File: src/hw/rtl/pta_pkg.sv
// Package for the primitive-to-triangle assembler: vertex and job types,
// primitive kind codes, job op codes and queue sizing. No dependencies.
`timescale 1ns / 1ps

package pta_pkg;

    localparam int WORD_W      = 32;
    localparam int KIND_W      = 3;
    localparam int POS_W       = 2;
    localparam int OP_W        = 3;
    localparam int STEP_W      = 3;
    localparam int QUEUE_DEPTH = 2;
    localparam int QPTR_W      = $clog2(QUEUE_DEPTH);
    localparam int QCNT_W      = $clog2(QUEUE_DEPTH + 1);

    // Primitive kinds as they arrive on primitive_kind
    localparam logic [KIND_W-1:0] KIND_TRIANGLES = 3'd3;
    localparam logic [KIND_W-1:0] KIND_STRIP     = 3'd4;
    localparam logic [KIND_W-1:0] KIND_FAN       = 3'd5;
    localparam logic [KIND_W-1:0] KIND_QUADS     = 3'd6;

    // Job op codes passed from the front end to the back end
    localparam logic [OP_W-1:0] OP_HOLD  = 3'd0;
    localparam logic [OP_W-1:0] OP_TRI   = 3'd1;
    localparam logic [OP_W-1:0] OP_STRIP = 3'd2;
    localparam logic [OP_W-1:0] OP_FAN   = 3'd3;
    localparam logic [OP_W-1:0] OP_QUAD  = 3'd4;

    // Held vertex slot numbers
    localparam logic [POS_W-1:0] SLOT_0 = 2'd0;
    localparam logic [POS_W-1:0] SLOT_1 = 2'd1;
    localparam logic [POS_W-1:0] SLOT_2 = 2'd2;

    // Last sequencer step of a strip/fan triangle and of a quad pair
    localparam logic [STEP_W-1:0] STEP_TRI_LAST  = 3'd2;
    localparam logic [STEP_W-1:0] STEP_QUAD_LAST = 3'd5;

    typedef struct packed {
        logic [WORD_W-1:0] pos_x;
        logic [WORD_W-1:0] pos_y;
        logic [WORD_W-1:0] color;
        logic [WORD_W-1:0] tex_u;
        logic [WORD_W-1:0] tex_v;
    } vertex_t;

    typedef struct packed {
        logic [OP_W-1:0]  op;
        logic [POS_W-1:0] slot;
        vertex_t          vtx;
    } job_t;

endpackage

File: src/hw/rtl/pta_front.sv
// Front end: accepts vertices, tracks draw kind and position in the draw,
// and turns each vertex into a job (or drops it). Depends on pta_pkg.
`timescale 1ns / 1ps

module pta_front (
    input  logic                  clk,
    input  logic                  rst_n,
    input  logic                  in_valid,
    output logic                  in_ready,
    input  pta_pkg::vertex_t      in_vtx,
    input  logic [2:0]            primitive_kind,
    input  logic                  first_of_draw,
    output logic                  push,
    output pta_pkg::job_t         push_job,
    input  logic                  queue_full
);
    import pta_pkg::*;

    logic [KIND_W-1:0] draw_kind_reg, draw_kind_next;
    logic [POS_W-1:0]  vpos_reg, vpos_next;
    logic [KIND_W-1:0] kind;
    logic [POS_W-1:0]  pos;
    logic              accept;
    logic              emit_job;

    assign in_ready = !queue_full;
    assign accept   = in_valid && in_ready;

    always_comb
    begin
        kind            = first_of_draw ? primitive_kind : draw_kind_reg;
        pos             = first_of_draw ? '0 : vpos_reg;
        emit_job        = 1'b0;
        push_job.op     = OP_TRI;
        push_job.slot   = pos;
        push_job.vtx    = in_vtx;
        draw_kind_next  = draw_kind_reg;
        vpos_next       = vpos_reg;
        if (accept)
        begin
            draw_kind_next = kind;
            vpos_next      = pos;
            case (kind)
                KIND_TRIANGLES:
                begin
                    emit_job    = 1'b1;
                    push_job.op = OP_TRI;
                end
                KIND_STRIP, KIND_FAN:
                begin
                    emit_job = 1'b1;
                    if (pos < 2'd2)
                    begin
                        push_job.op = OP_HOLD;
                        vpos_next   = pos + 2'd1;
                    end
                    else
                    begin
                        push_job.op = (kind == KIND_STRIP) ? OP_STRIP : OP_FAN;
                    end
                end
                KIND_QUADS:
                begin
                    emit_job = 1'b1;
                    if (pos < 2'd3)
                    begin
                        push_job.op = OP_HOLD;
                        vpos_next   = pos + 2'd1;
                    end
                    else
                    begin
                        push_job.op = OP_QUAD;
                        vpos_next   = '0;
                    end
                end
                default:
                begin
                    emit_job = 1'b0;  // points, lines, unused kind: dropped
                end
            endcase
        end
    end

    assign push = emit_job;

    always_ff @(posedge clk or negedge rst_n)
    begin
        if (!rst_n)
        begin
            draw_kind_reg <= '0;
            vpos_reg      <= '0;
        end
        else
        begin
            draw_kind_reg <= draw_kind_next;
            vpos_reg      <= vpos_next;
        end
    end

endmodule

File: src/hw/rtl/pta_queue.sv
// Short job queue between front and back end. Depends on pta_pkg.
`timescale 1ns / 1ps

module pta_queue (
    input  logic          clk,
    input  logic          rst_n,
    input  logic          push,
    input  pta_pkg::job_t push_job,
    output logic          full,
    input  logic          pop,
    output logic          head_valid,
    output pta_pkg::job_t head_job
);
    import pta_pkg::*;

    job_t              mem [QUEUE_DEPTH];
    logic [QPTR_W-1:0] wr_ptr_reg, wr_ptr_next;
    logic [QPTR_W-1:0] rd_ptr_reg, rd_ptr_next;
    logic [QCNT_W-1:0] count_reg, count_next;
    logic              do_pop;

    assign full       = (count_reg == QCNT_W'(QUEUE_DEPTH));
    assign head_valid = (count_reg != '0);
    assign head_job   = mem[rd_ptr_reg];
    assign do_pop     = pop && head_valid;

    always_comb
    begin
        wr_ptr_next = wr_ptr_reg;
        rd_ptr_next = rd_ptr_reg;
        if (push)
            wr_ptr_next = (wr_ptr_reg == QPTR_W'(QUEUE_DEPTH - 1)) ? '0 : wr_ptr_reg + 1'b1;
        if (do_pop)
            rd_ptr_next = (rd_ptr_reg == QPTR_W'(QUEUE_DEPTH - 1)) ? '0 : rd_ptr_reg + 1'b1;
        count_next = count_reg + QCNT_W'(push) - QCNT_W'(do_pop);
    end

    always_ff @(posedge clk)
    begin
        if (push)
            mem[wr_ptr_reg] <= push_job;
    end

    always_ff @(posedge clk or negedge rst_n)
    begin
        if (!rst_n)
        begin
            wr_ptr_reg <= '0;
            rd_ptr_reg <= '0;
            count_reg  <= '0;
        end
        else
        begin
            wr_ptr_reg <= wr_ptr_next;
            rd_ptr_reg <= rd_ptr_next;
            count_reg  <= count_next;
        end
    end

endmodule

File: src/hw/rtl/pta_back.sv
// Back end: holds up to three vertices, sequences each job's vertices into
// an output register, one per cycle unless stalled. Depends on pta_pkg.
`timescale 1ns / 1ps

module pta_back (
    input  logic             clk,
    input  logic             rst_n,
    input  logic             head_valid,
    input  pta_pkg::job_t    head_job,
    output logic             pop,
    output logic             out_valid,
    input  logic             out_ready,
    output pta_pkg::vertex_t out_vtx,
    output logic             out_last
);
    import pta_pkg::*;

    vertex_t           slot0_reg, slot1_reg, slot2_reg;
    vertex_t           slot0_next, slot1_next, slot2_next;
    vertex_t           out_vtx_reg, out_vtx_next;
    logic              out_last_reg, out_last_next;
    logic              out_valid_reg, out_valid_next;
    logic [STEP_W-1:0] step_reg, step_next;
    logic              out_load;
    logic              emit;
    logic              last;
    vertex_t           sel;

    assign out_load = !out_valid_reg || out_ready;

    always_comb
    begin
        slot0_next = slot0_reg;
        slot1_next = slot1_reg;
        slot2_next = slot2_reg;
        emit       = 1'b0;
        last       = 1'b0;
        pop        = 1'b0;
        sel        = head_job.vtx;
        if (head_valid)
        begin
            case (head_job.op)
                OP_HOLD:
                begin
                    pop = 1'b1;
                    case (head_job.slot)
                        SLOT_0:  slot0_next = head_job.vtx;
                        SLOT_1:  slot1_next = head_job.vtx;
                        SLOT_2:  slot2_next = head_job.vtx;
                        default: slot2_next = slot2_reg;
                    endcase
                end
                OP_TRI:
                begin
                    emit = out_load;
                    last = 1'b1;
                end
                OP_STRIP, OP_FAN:
                begin
                    emit = out_load;
                    last = (step_reg == STEP_TRI_LAST);
                    case (step_reg)
                        3'd0:    sel = slot0_reg;
                        3'd1:    sel = slot1_reg;
                        default: sel = head_job.vtx;
                    endcase
                    if (emit && last)
                    begin
                        if (head_job.op == OP_STRIP)
                            slot0_next = slot1_reg;
                        slot1_next = head_job.vtx;
                    end
                end
                OP_QUAD:
                begin
                    emit = out_load;
                    last = (step_reg == STEP_QUAD_LAST);
                    case (step_reg)
                        3'd0:    sel = slot0_reg;
                        3'd1:    sel = slot1_reg;
                        3'd2:    sel = slot2_reg;
                        3'd3:    sel = slot1_reg;
                        3'd4:    sel = slot2_reg;
                        default: sel = head_job.vtx;
                    endcase
                end
                default:
                begin
                    pop = 1'b1;
                end
            endcase
            if (emit && last)
                pop = 1'b1;
        end
    end

    always_comb
    begin
        step_next = step_reg;
        if (emit)
            step_next = last ? '0 : step_reg + 3'd1;
        out_vtx_next   = out_vtx_reg;
        out_last_next  = out_last_reg;
        out_valid_next = out_valid_reg;
        if (out_load)
        begin
            out_valid_next = emit;
            out_vtx_next   = sel;
            out_last_next  = last;
        end
    end

    always_ff @(posedge clk)
    begin
        slot0_reg   <= slot0_next;
        slot1_reg   <= slot1_next;
        slot2_reg   <= slot2_next;
        out_vtx_reg <= out_vtx_next;
    end

    always_ff @(posedge clk or negedge rst_n)
    begin
        if (!rst_n)
        begin
            step_reg      <= '0;
            out_valid_reg <= 1'b0;
            out_last_reg  <= 1'b0;
        end
        else
        begin
            step_reg      <= step_next;
            out_valid_reg <= out_valid_next;
            out_last_reg  <= out_last_next;
        end
    end

    assign out_valid = out_valid_reg;
    assign out_vtx   = out_vtx_reg;
    assign out_last  = out_last_reg;

endmodule

File: src/hw/rtl/primitive_to_triangle_assembler.sv
// Top level of the primitive-to-triangle assembler: front end, job queue,
// back end. Depends on pta_pkg, pta_front, pta_queue, pta_back.
//
// Usage:
//   Input channel (in_valid/in_ready): one vertex per transaction, five raw
//   words plus primitive_kind and first_of_draw. first_of_draw latches the
//   kind and restarts assembly; kind is ignored on other vertices.
//   Output channel (out_valid/out_ready): one triangle-list vertex per
//   transaction; last_of_run marks the final vertex caused by an input.
//   Triangles pass one vertex through, strips and fans emit three vertices
//   per vertex from the third on, a complete quad emits six. Points, lines,
//   line strips and kind 7 are dropped, as are vertices before any draw.
// Timing:
//   The first output vertex passes through the job queue and the output
//   register. The back end emits one vertex per cycle unless out_ready stalls
//   it; a held vertex also takes its turn in the back end, without output.
//   A two-entry job queue lets the input side keep accepting while the
//   back end is busy; in_ready drops only when that queue is full.
// Reset: rst_n clears draw kind, draw position, queue and output valid.
// Stall: while out_ready is low a valid vertex stays in the output register,
//   emit jobs wait, and the queue fills, after which in_ready goes low.
`timescale 1ns / 1ps

module primitive_to_triangle_assembler (
    input  logic        clk,
    input  logic        rst_n,
    input  logic        in_valid,
    output logic        in_ready,
    input  logic [31:0] pos_x,
    input  logic [31:0] pos_y,
    input  logic [31:0] color_word,
    input  logic [31:0] tex_u,
    input  logic [31:0] tex_v,
    input  logic [2:0]  primitive_kind,
    input  logic        first_of_draw,
    output logic        out_valid,
    input  logic        out_ready,
    output logic [31:0] out_pos_x,
    output logic [31:0] out_pos_y,
    output logic [31:0] out_color,
    output logic [31:0] out_tex_u,
    output logic [31:0] out_tex_v,
    output logic        last_of_run
);
    import pta_pkg::*;

    vertex_t in_vtx;
    vertex_t out_vtx;
    job_t    push_job;
    job_t    head_job;
    logic    push;
    logic    queue_full;
    logic    pop;
    logic    head_valid;

    // Pack the incoming words into one vertex
    always_comb
    begin
        in_vtx.pos_x = pos_x;
        in_vtx.pos_y = pos_y;
        in_vtx.color = color_word;
        in_vtx.tex_u = tex_u;
        in_vtx.tex_v = tex_v;
    end

    // Front end: classify each vertex into a hold, pass or emit job, or drop it
    pta_front u_front (
        .clk            (clk),
        .rst_n          (rst_n),
        .in_valid       (in_valid),
        .in_ready       (in_ready),
        .in_vtx         (in_vtx),
        .primitive_kind (primitive_kind),
        .first_of_draw  (first_of_draw),
        .push           (push),
        .push_job       (push_job),
        .queue_full     (queue_full)
    );

    // Jobs stay in order, so holds always land before the emits that read them
    pta_queue u_queue (
        .clk        (clk),
        .rst_n      (rst_n),
        .push       (push),
        .push_job   (push_job),
        .full       (queue_full),
        .pop        (pop),
        .head_valid (head_valid),
        .head_job   (head_job)
    );

    // Back end: held vertices and the emit sequencer
    pta_back u_back (
        .clk        (clk),
        .rst_n      (rst_n),
        .head_valid (head_valid),
        .head_job   (head_job),
        .pop        (pop),
        .out_valid  (out_valid),
        .out_ready  (out_ready),
        .out_vtx    (out_vtx),
        .out_last   (last_of_run)
    );

    assign out_pos_x = out_vtx.pos_x;
    assign out_pos_y = out_vtx.pos_y;
    assign out_color = out_vtx.color;
    assign out_tex_u = out_vtx.tex_u;
    assign out_tex_v = out_vtx.tex_v;

endmodule

File: config.mk
export PLATFORM = sky130hd
export DESIGN_NAME = primitive_to_triangle_assembler
export DESIGN_NICKNAME = d
export VERILOG_FILES = /design/src/hw/rtl/pta_pkg.sv /design/src/hw/rtl/pta_front.sv /design/src/hw/rtl/pta_queue.sv /design/src/hw/rtl/pta_back.sv /design/src/hw/rtl/primitive_to_triangle_assembler.sv
export SDC_FILE = /design/constraint.sdc
export NUM_CORES = 2
export LEC_CHECK = 0
export BUFFER_PORTS_ARGS = -buffer_cell sky130_fd_sc_hd__buf_2
export CAP_MARGIN = 20
export CORE_MARGIN = 2
export CORE_UTILIZATION = 40
export DETAILED_ROUTE_END_ITERATION = 16
export PLACE_DENSITY = 0.58
export SYNTH_ARGS = -nofsm -noshare
export SYNTH_HDL_FRONTEND = slang
export SYNTH_SLANG_ARGS = --single-unit
File: constraint.sdc
create_clock -name clk -period 21.3 [get_ports clk]
set_input_delay 4.26 -clock clk [delete_from_list [all_inputs] [get_ports clk]]
set_output_delay 4.26 -clock clk [all_outputs]
set_load 0.1 [all_outputs]
### Word-level counts from Yosys, hierarchy flattened

Memories as Yosys holds them, arrays and structs flattened.
Index checks and enable logic that the tools add are counted.

| storage, ports and cells | value |
|---|---|
| flip-flop bits (word level) | 654 |
| word-level logic and storage cells | 115 |
| bits in writable memories | 330 |
| input bits | 168 |
| memories kept | 1 |

Memories:

| memory | depth | width | read ports | clocked after memory_dff | wr ports | line | text |
|---|---|---|---|---|---|---|---|
| u_queue.mem | 2 | 165 | 1 | 0 | 1 | pta_queue.sv:16 | `job_t mem [QUEUE_DEPTH];` |

| operators by class | value |
|---|---|
| mux-type cells | 37 |
| add/sub/neg operators | 6 |
| eq/ne operators | 20 |
| reduce and logical (&&, ||, !) cells | 21 |
| order comparisons | 2 |

Operators with widths:

| cell | number |
|---|---|
| $pmux W160 S2 | 4 |
| $mux W160 | 6 |
| $pmux W160 S3 | 1 |
| $eq A3 B3 Y1 const B | 6 |
| $eq A3 B2 Y1 const B | 5 |
| $mux W1 | 15 |
| $mux W3 | 5 |
| $reduce_or A2 Y1 | 4 |
| $reduce_or A4 Y1 | 2 |
| $eq A3 B1 Y1 const B | 2 |
| $logic_not A3 Y1 | 2 |
| $mux W2 | 3 |
| $pmux W3 S2 | 1 |
| $reduce_and A5 Y1 | 1 |
| $eq A2 B2 Y1 const B | 2 |
| $logic_and A1 B1 Y1 | 4 |
| $lt A2 B2 Y1 const B | 2 |
| $ne A2 B1 Y1 const B | 2 |
| $ne A2 B2 Y1 const B | 2 |
| $pmux W2 S2 | 1 |
| $reduce_and A4 Y1 | 1 |
| $reduce_bool A2 Y1 | 2 |
| $add A3 B1 Y3 const B | 1 |
| $pmux W1 S3 | 1 |
| other kinds (9) | 11 |

### Longest topological paths before layout

An unclocked memory read counts as a cell.

| logic depth | value |
|---|---|
| depth in word-level cells | 10 |
| mapped depth | 13 |

### Cells and area by module

Synthesis repeated with hierarchy kept, for this count alone.

| unflattened totals | value |
|---|---|
| cells, all modules | 2024 |
| area, all modules | 38834.7 um2 |

By module, submodules not included:

| module | cells each | seq. area each (um2) | instances | area each (um2) |
|---|---|---|---|---|
| pta_back | 1282 | 19343.6 | 1 | 25049.0 |
| pta_queue | 530 | 10009.6 | 1 | 12150.4 |
| pta_front | 212 | 125.1 | 1 | 1635.3 |

### Worst setup path after synthesis

OpenSTA, ideal clock, no wires.

| path | value |
|---|---|
| path kind | register to register |
| start | register u_queue.rd_ptr_reg |
| end | register u_back.slot2_reg[0] (netlist bit) (enable) |
| arrival | 16261 ps |
| buffers on the path | 1 |
| slack | 3967 ps |
| required time | 20229 ps |
| stages on the path, launching flop included | 6 |
| path through | dfrtp_1 -> buf_2 -> nor3b_1 -> or2_2 -> nand2_1 -> nor4_1 |

| between the ends | value |
|---|---|
| word-level cells in the longest chain between the ends | 3 |

RTL lines:

| element | line | text |
|---|---|---|
| start: declaration | pta_queue.sv:18 | `logic [QPTR_W-1:0] rd_ptr_reg, rd_ptr_next;` |
| start signal: assignment | pta_queue.sv:55 | `rd_ptr_reg <= rd_ptr_next;` |
| $mem_v2 Z2 W165 * | - |  |
| $eq A2 B2 Y1 or $logic_not A3 Y1 (tied branches) | pta_back.sv:46, pta_back.sv:42 |  |
| $reduce_and A3 Y1 (no source line) * | - |  |
| end signal: assignment | pta_back.sv:117 | `slot2_reg <= slot2_next;` |
| end: declaration | pta_back.sv:18 | `vertex_t slot0_reg, slot1_reg, slot2_reg;` |

Every way passes the cells marked *; elsewhere a longest branch is shown, timed or not.
A chain may end at the register's enable or synchronous reset.

### Worst setup path after layout

| path | value |
|---|---|
| start | input first_of_draw |
| end | memory u_queue.mem[0][101] (netlist bit) (enable) |

| between the ends | value |
|---|---|
| word-level cells in the longest chain between the ends | 7 |

RTL lines:

| element | line | text |
|---|---|---|
| start: declaration | primitive_to_triangle_assembler.sv:35 | `input logic first_of_draw,` |
| $mux W3 * | pta_front.sv:31 | `kind = first_of_draw ? primitive_kind : draw_kind_reg;` |
| $eq A3 B2 Y1 or $eq A3 B3 Y1 (tied branches) | pta_front.sv:43 | `case (kind)` |
| $reduce_or A4 Y1 (no source line) * | - |  |
| $mux W1 * | pta_front.sv:43 |  |
| $mux W1 * | pta_front.sv:39 | `if (accept)` |
| via push | primitive_to_triangle_assembler.sv:51 | `logic push;` |
| $mux W1 * | pta_queue.sv:40 | `if (push)` |
| $mux W1 (not written as such) * | pta_queue.sv:41 | `mem[wr_ptr_reg] <= push_job;` |
| end: declaration | pta_queue.sv:16 |  |

Mark *: on every way through the listed nets, which the timed path passes. The rest lies on a longest branch.

==> summary.md <==
| Metric | Value |
|---|---|
| Top Layer Used | `met5` |
| Leak Pwr | `around 17 nW` |
| Peak VDD IR | `about 0.12 mV` |
| DR WL met2 | `approximately 56 mm` |
| Skew-Pair Late Insertion Delay | `0.69 ns` |
| Power Density | `about 180 mW/mm2` |
| Detailed Route Iter0 Violations | `roughly 3.3k` |
| Initial antenna violation count | `6` |
| Clock power share | `about a fifth` |
| Critical Path Fanout Max | `58` |
| Area Growth Syn to Fin | `14.97%` |
| Global route total overflow | `0` |
| GRT Resource Usage Total | `a little over a fifth` |
| Max Cap Viol | `0` |
| Path depth of the worst reg2reg path | `8` |
| EDFF count, synth | `between 900 and 1k` |
| DRT antenna net count | `0` |
| Worst Setup Start Kind | `primary input` |
| Post-route DRC | `0` |
| CTS tree | `done` |
| Syn Inst Count | `2790` |
| Die width | `between 300 and 400 um` |
| Worst-Margin Slew | `1.170 ns` |
| Seq/Total Area, Yosys | `71.38%` |
| Crit path required time | `~22 ns` |
| Die Y | `~330 um` |
| GP Congestion | `0.8037` |
| Most frequent cell after synthesis | `edfxtp_1` |
| Largest register FFs | `330` |
| Largest net degree at the start of global routing | `114` |
| Setup TNS | `0 ns` |
| Drt wl/cell | `~25 um` |
| Cell area after synthesis | `between 0.04 and 0.05 mm2` |
| Die footprint | `around 0.11 mm2` |
| First-pass GRT wire length | `approximately 170 mm` |
| Peak Freq | `between 100 and 150 MHz` |
| Min Tclk post-route | `between 6 and 7 ns` |
| I/O pins | `between 300 and 400` |
| Initial Utilization | `40.47%` |
| # clock sinks | `~1000` |
| CP arrival | `around 7 ns` |
| Routed WL | `114.3 mm` |
| Avg Inst Size Synth | `14.80 um2` |
| Worst-path clk slew | `about 0.060 ns` |
| Final HPWL DP | `63.25 mm` |
| Main area contributors after synthesis | `edfxtp_1, a22o_1, mux2i_1, a222oi_1, o221ai_1` |
| TritonRoute pass-1 iters | `10` |
| Synth cell types | `between 50 and 60` |
| WS Path Type | `in -> reg` |
| DR vias | `26.74k` |
| Synth top area share | `around 70%` |
| P_sw | `around 3.8 mW` |
| Hold WC Path Type | `reg -> reg` |
| Slew margin rel. | `22.02%` |
| Routed wl met3 | `between 9 and 10 mm` |
| Via count of the first global-routing pass | `27.05k` |
| Ys flop type | `edfxtp_1` |
| # Post-CTS Setup Buffers | `0` |
| Layout net count | `around 3.2k` |
| Root Buffer | `clkbuf_16` |
| Asr flop ratio synth | `under 10%` |
| Max Slew Vio Count | `0` |
| Drt via density | `5.961` |
| Layout cell share with drive strength beyond 1 | `between 10% and 20%` |
| Final Cycle Share | `a little under a third` |
| Hold Fails Final Rpt | `0` |
| Unrepaired setup endpoints after global routing | `false` |
| Run status | `finished clean` |
| Cts bufs inserted | `around 110` |
| Syn Nets | `approximately 3.0k` |
| Hold WS | `0.5231 ns` |
| Reg with most FFs | `u_queue.mem` |
| Combinational power share | `42.6%` |
| Core ar. | `between 0.1 and 0.15 mm2` |
| Switching Fraction | `between 40 and 50%` |
| Final setup fails | `0` |
| Cells on Worst Hold Path | `1` |
| CTS H-tree depth | `3` |
| Yosys top cell by area | `edfxtp_1` |
| Flops & latches, synth | `between 900 and 1k` |
| Flop pwr share | `36.7%` |
| Port bufs | `330` |
| Routed length on met1 | `between 40 and 50 mm` |
| CP Capture Type | `flop` |
| Commonest cells post-synth | `edfxtp_1, a22o_1, clkbuf_1` |
| Internal power | `about 4.7 mW` |
| Clock Skew | `around 0.030 ns` |
| Post-CTS Resized | `0` |
| Row count | `117` |
| Hold Buf Count CTS | `0` |
| Yosys warns | `0` |
| Max Root-Sink Buffers | `3` |
## power by group through the flow
stage                     Combinational (mW)  Clock (mW)  Sequential, mW
after detailed placement                3.62           0            3.15
after global routing                    3.80        1.87            3.15
after CTS                               3.63        1.79            3.11
after floorplan                         1.60           0            4.30
after global placement                  3.56           0            3.13
final                                   3.61        1.75            3.11
## routing by layer
layer  vias up  GRT usage [%]
met5         -              0
met4        10          9.038
li1      11780              -
met2      1362          34.88
met1     13390          26.39
met3       199          3.848
## worst paths after layout
path / start / to / slack, ns
min in group asynchronous: rst_n / u_front.draw_kind_reg[1] / 3.47
min reg2reg: u_queue.count_reg[1] / u_queue.count_reg[1] / 0.52
min: u_queue.count_reg[1] / u_queue.count_reg[1] / 0.52
max reg2reg: u_back.step_reg[2] / u_back.out_vtx[88] / 15.96
max: first_of_draw / u_queue.mem[0][101] / 14.54
max in group asynchronous: rst_n / u_queue.rd_ptr_reg / 17.53
## layout by cell type, fill, tap and decap left out, types with 106 or more instances in the layout
cell	count
o221ai_1	161
inv_1	169
edfxtp_1	970
a21oi_1	165
buf_2	330
clkbuf_16	106
nand2_1	173
mux2i_1	164
nor2_1	170
a222oi_1	159
a22o_1	320
## metrics by stage
stage	instance area (um2)	cells	utilization [%]	setup slack, ns	power [mW]
finish	47480	4486	46.53	14.54	8.477
global route	47480	4485	46.53	14.39	8.825
CTS	47480	4485	46.53	14.53	8.528
detailed placement	44180	4291	43.30	13.81	6.766
global placement	44160	4290	43.28	13.92	6.684
floorplan	41300	2790	-	3.967	5.903
## area by class of cell
type	count	area, um2
repair buffers	369	1977
multi-input cells	1399	10360
fillers	8936	54560
diodes	1	2.502
clock inverters	65	551.8
clock buffers	129	2739
inverters	171	654.4
flip-flops and latches	984	29480
well taps	1368	1712
## worst max-delay path, stage by stage
cell and delay [ns]:
buf_2 0.18, mux2_2 0.41, a21o_1 0.17, a21oi_1 0.32
nor2b_4 0.21, buf_4 0.60, buf_4 0.81
## logic make-up after synthesis
| kind of cell | Yosys count | synth area share [%] |
|---|---|---|
| XOR/XNOR | 3 | 0.06364 |
| buffers and inverters | 407 | 3.839 |
| multiplexers | 171 | 4.166 |
| AND/OR/NAND/NOR | 382 | 3.703 |
| adder cells (fa/ha/maj) | 9 | 0.2727 |
| flip-flops | 984 | 71.38 |
| AO/OA/AOI/OAI | 834 | 16.57 |
Power figures use the tool's default switching activity.
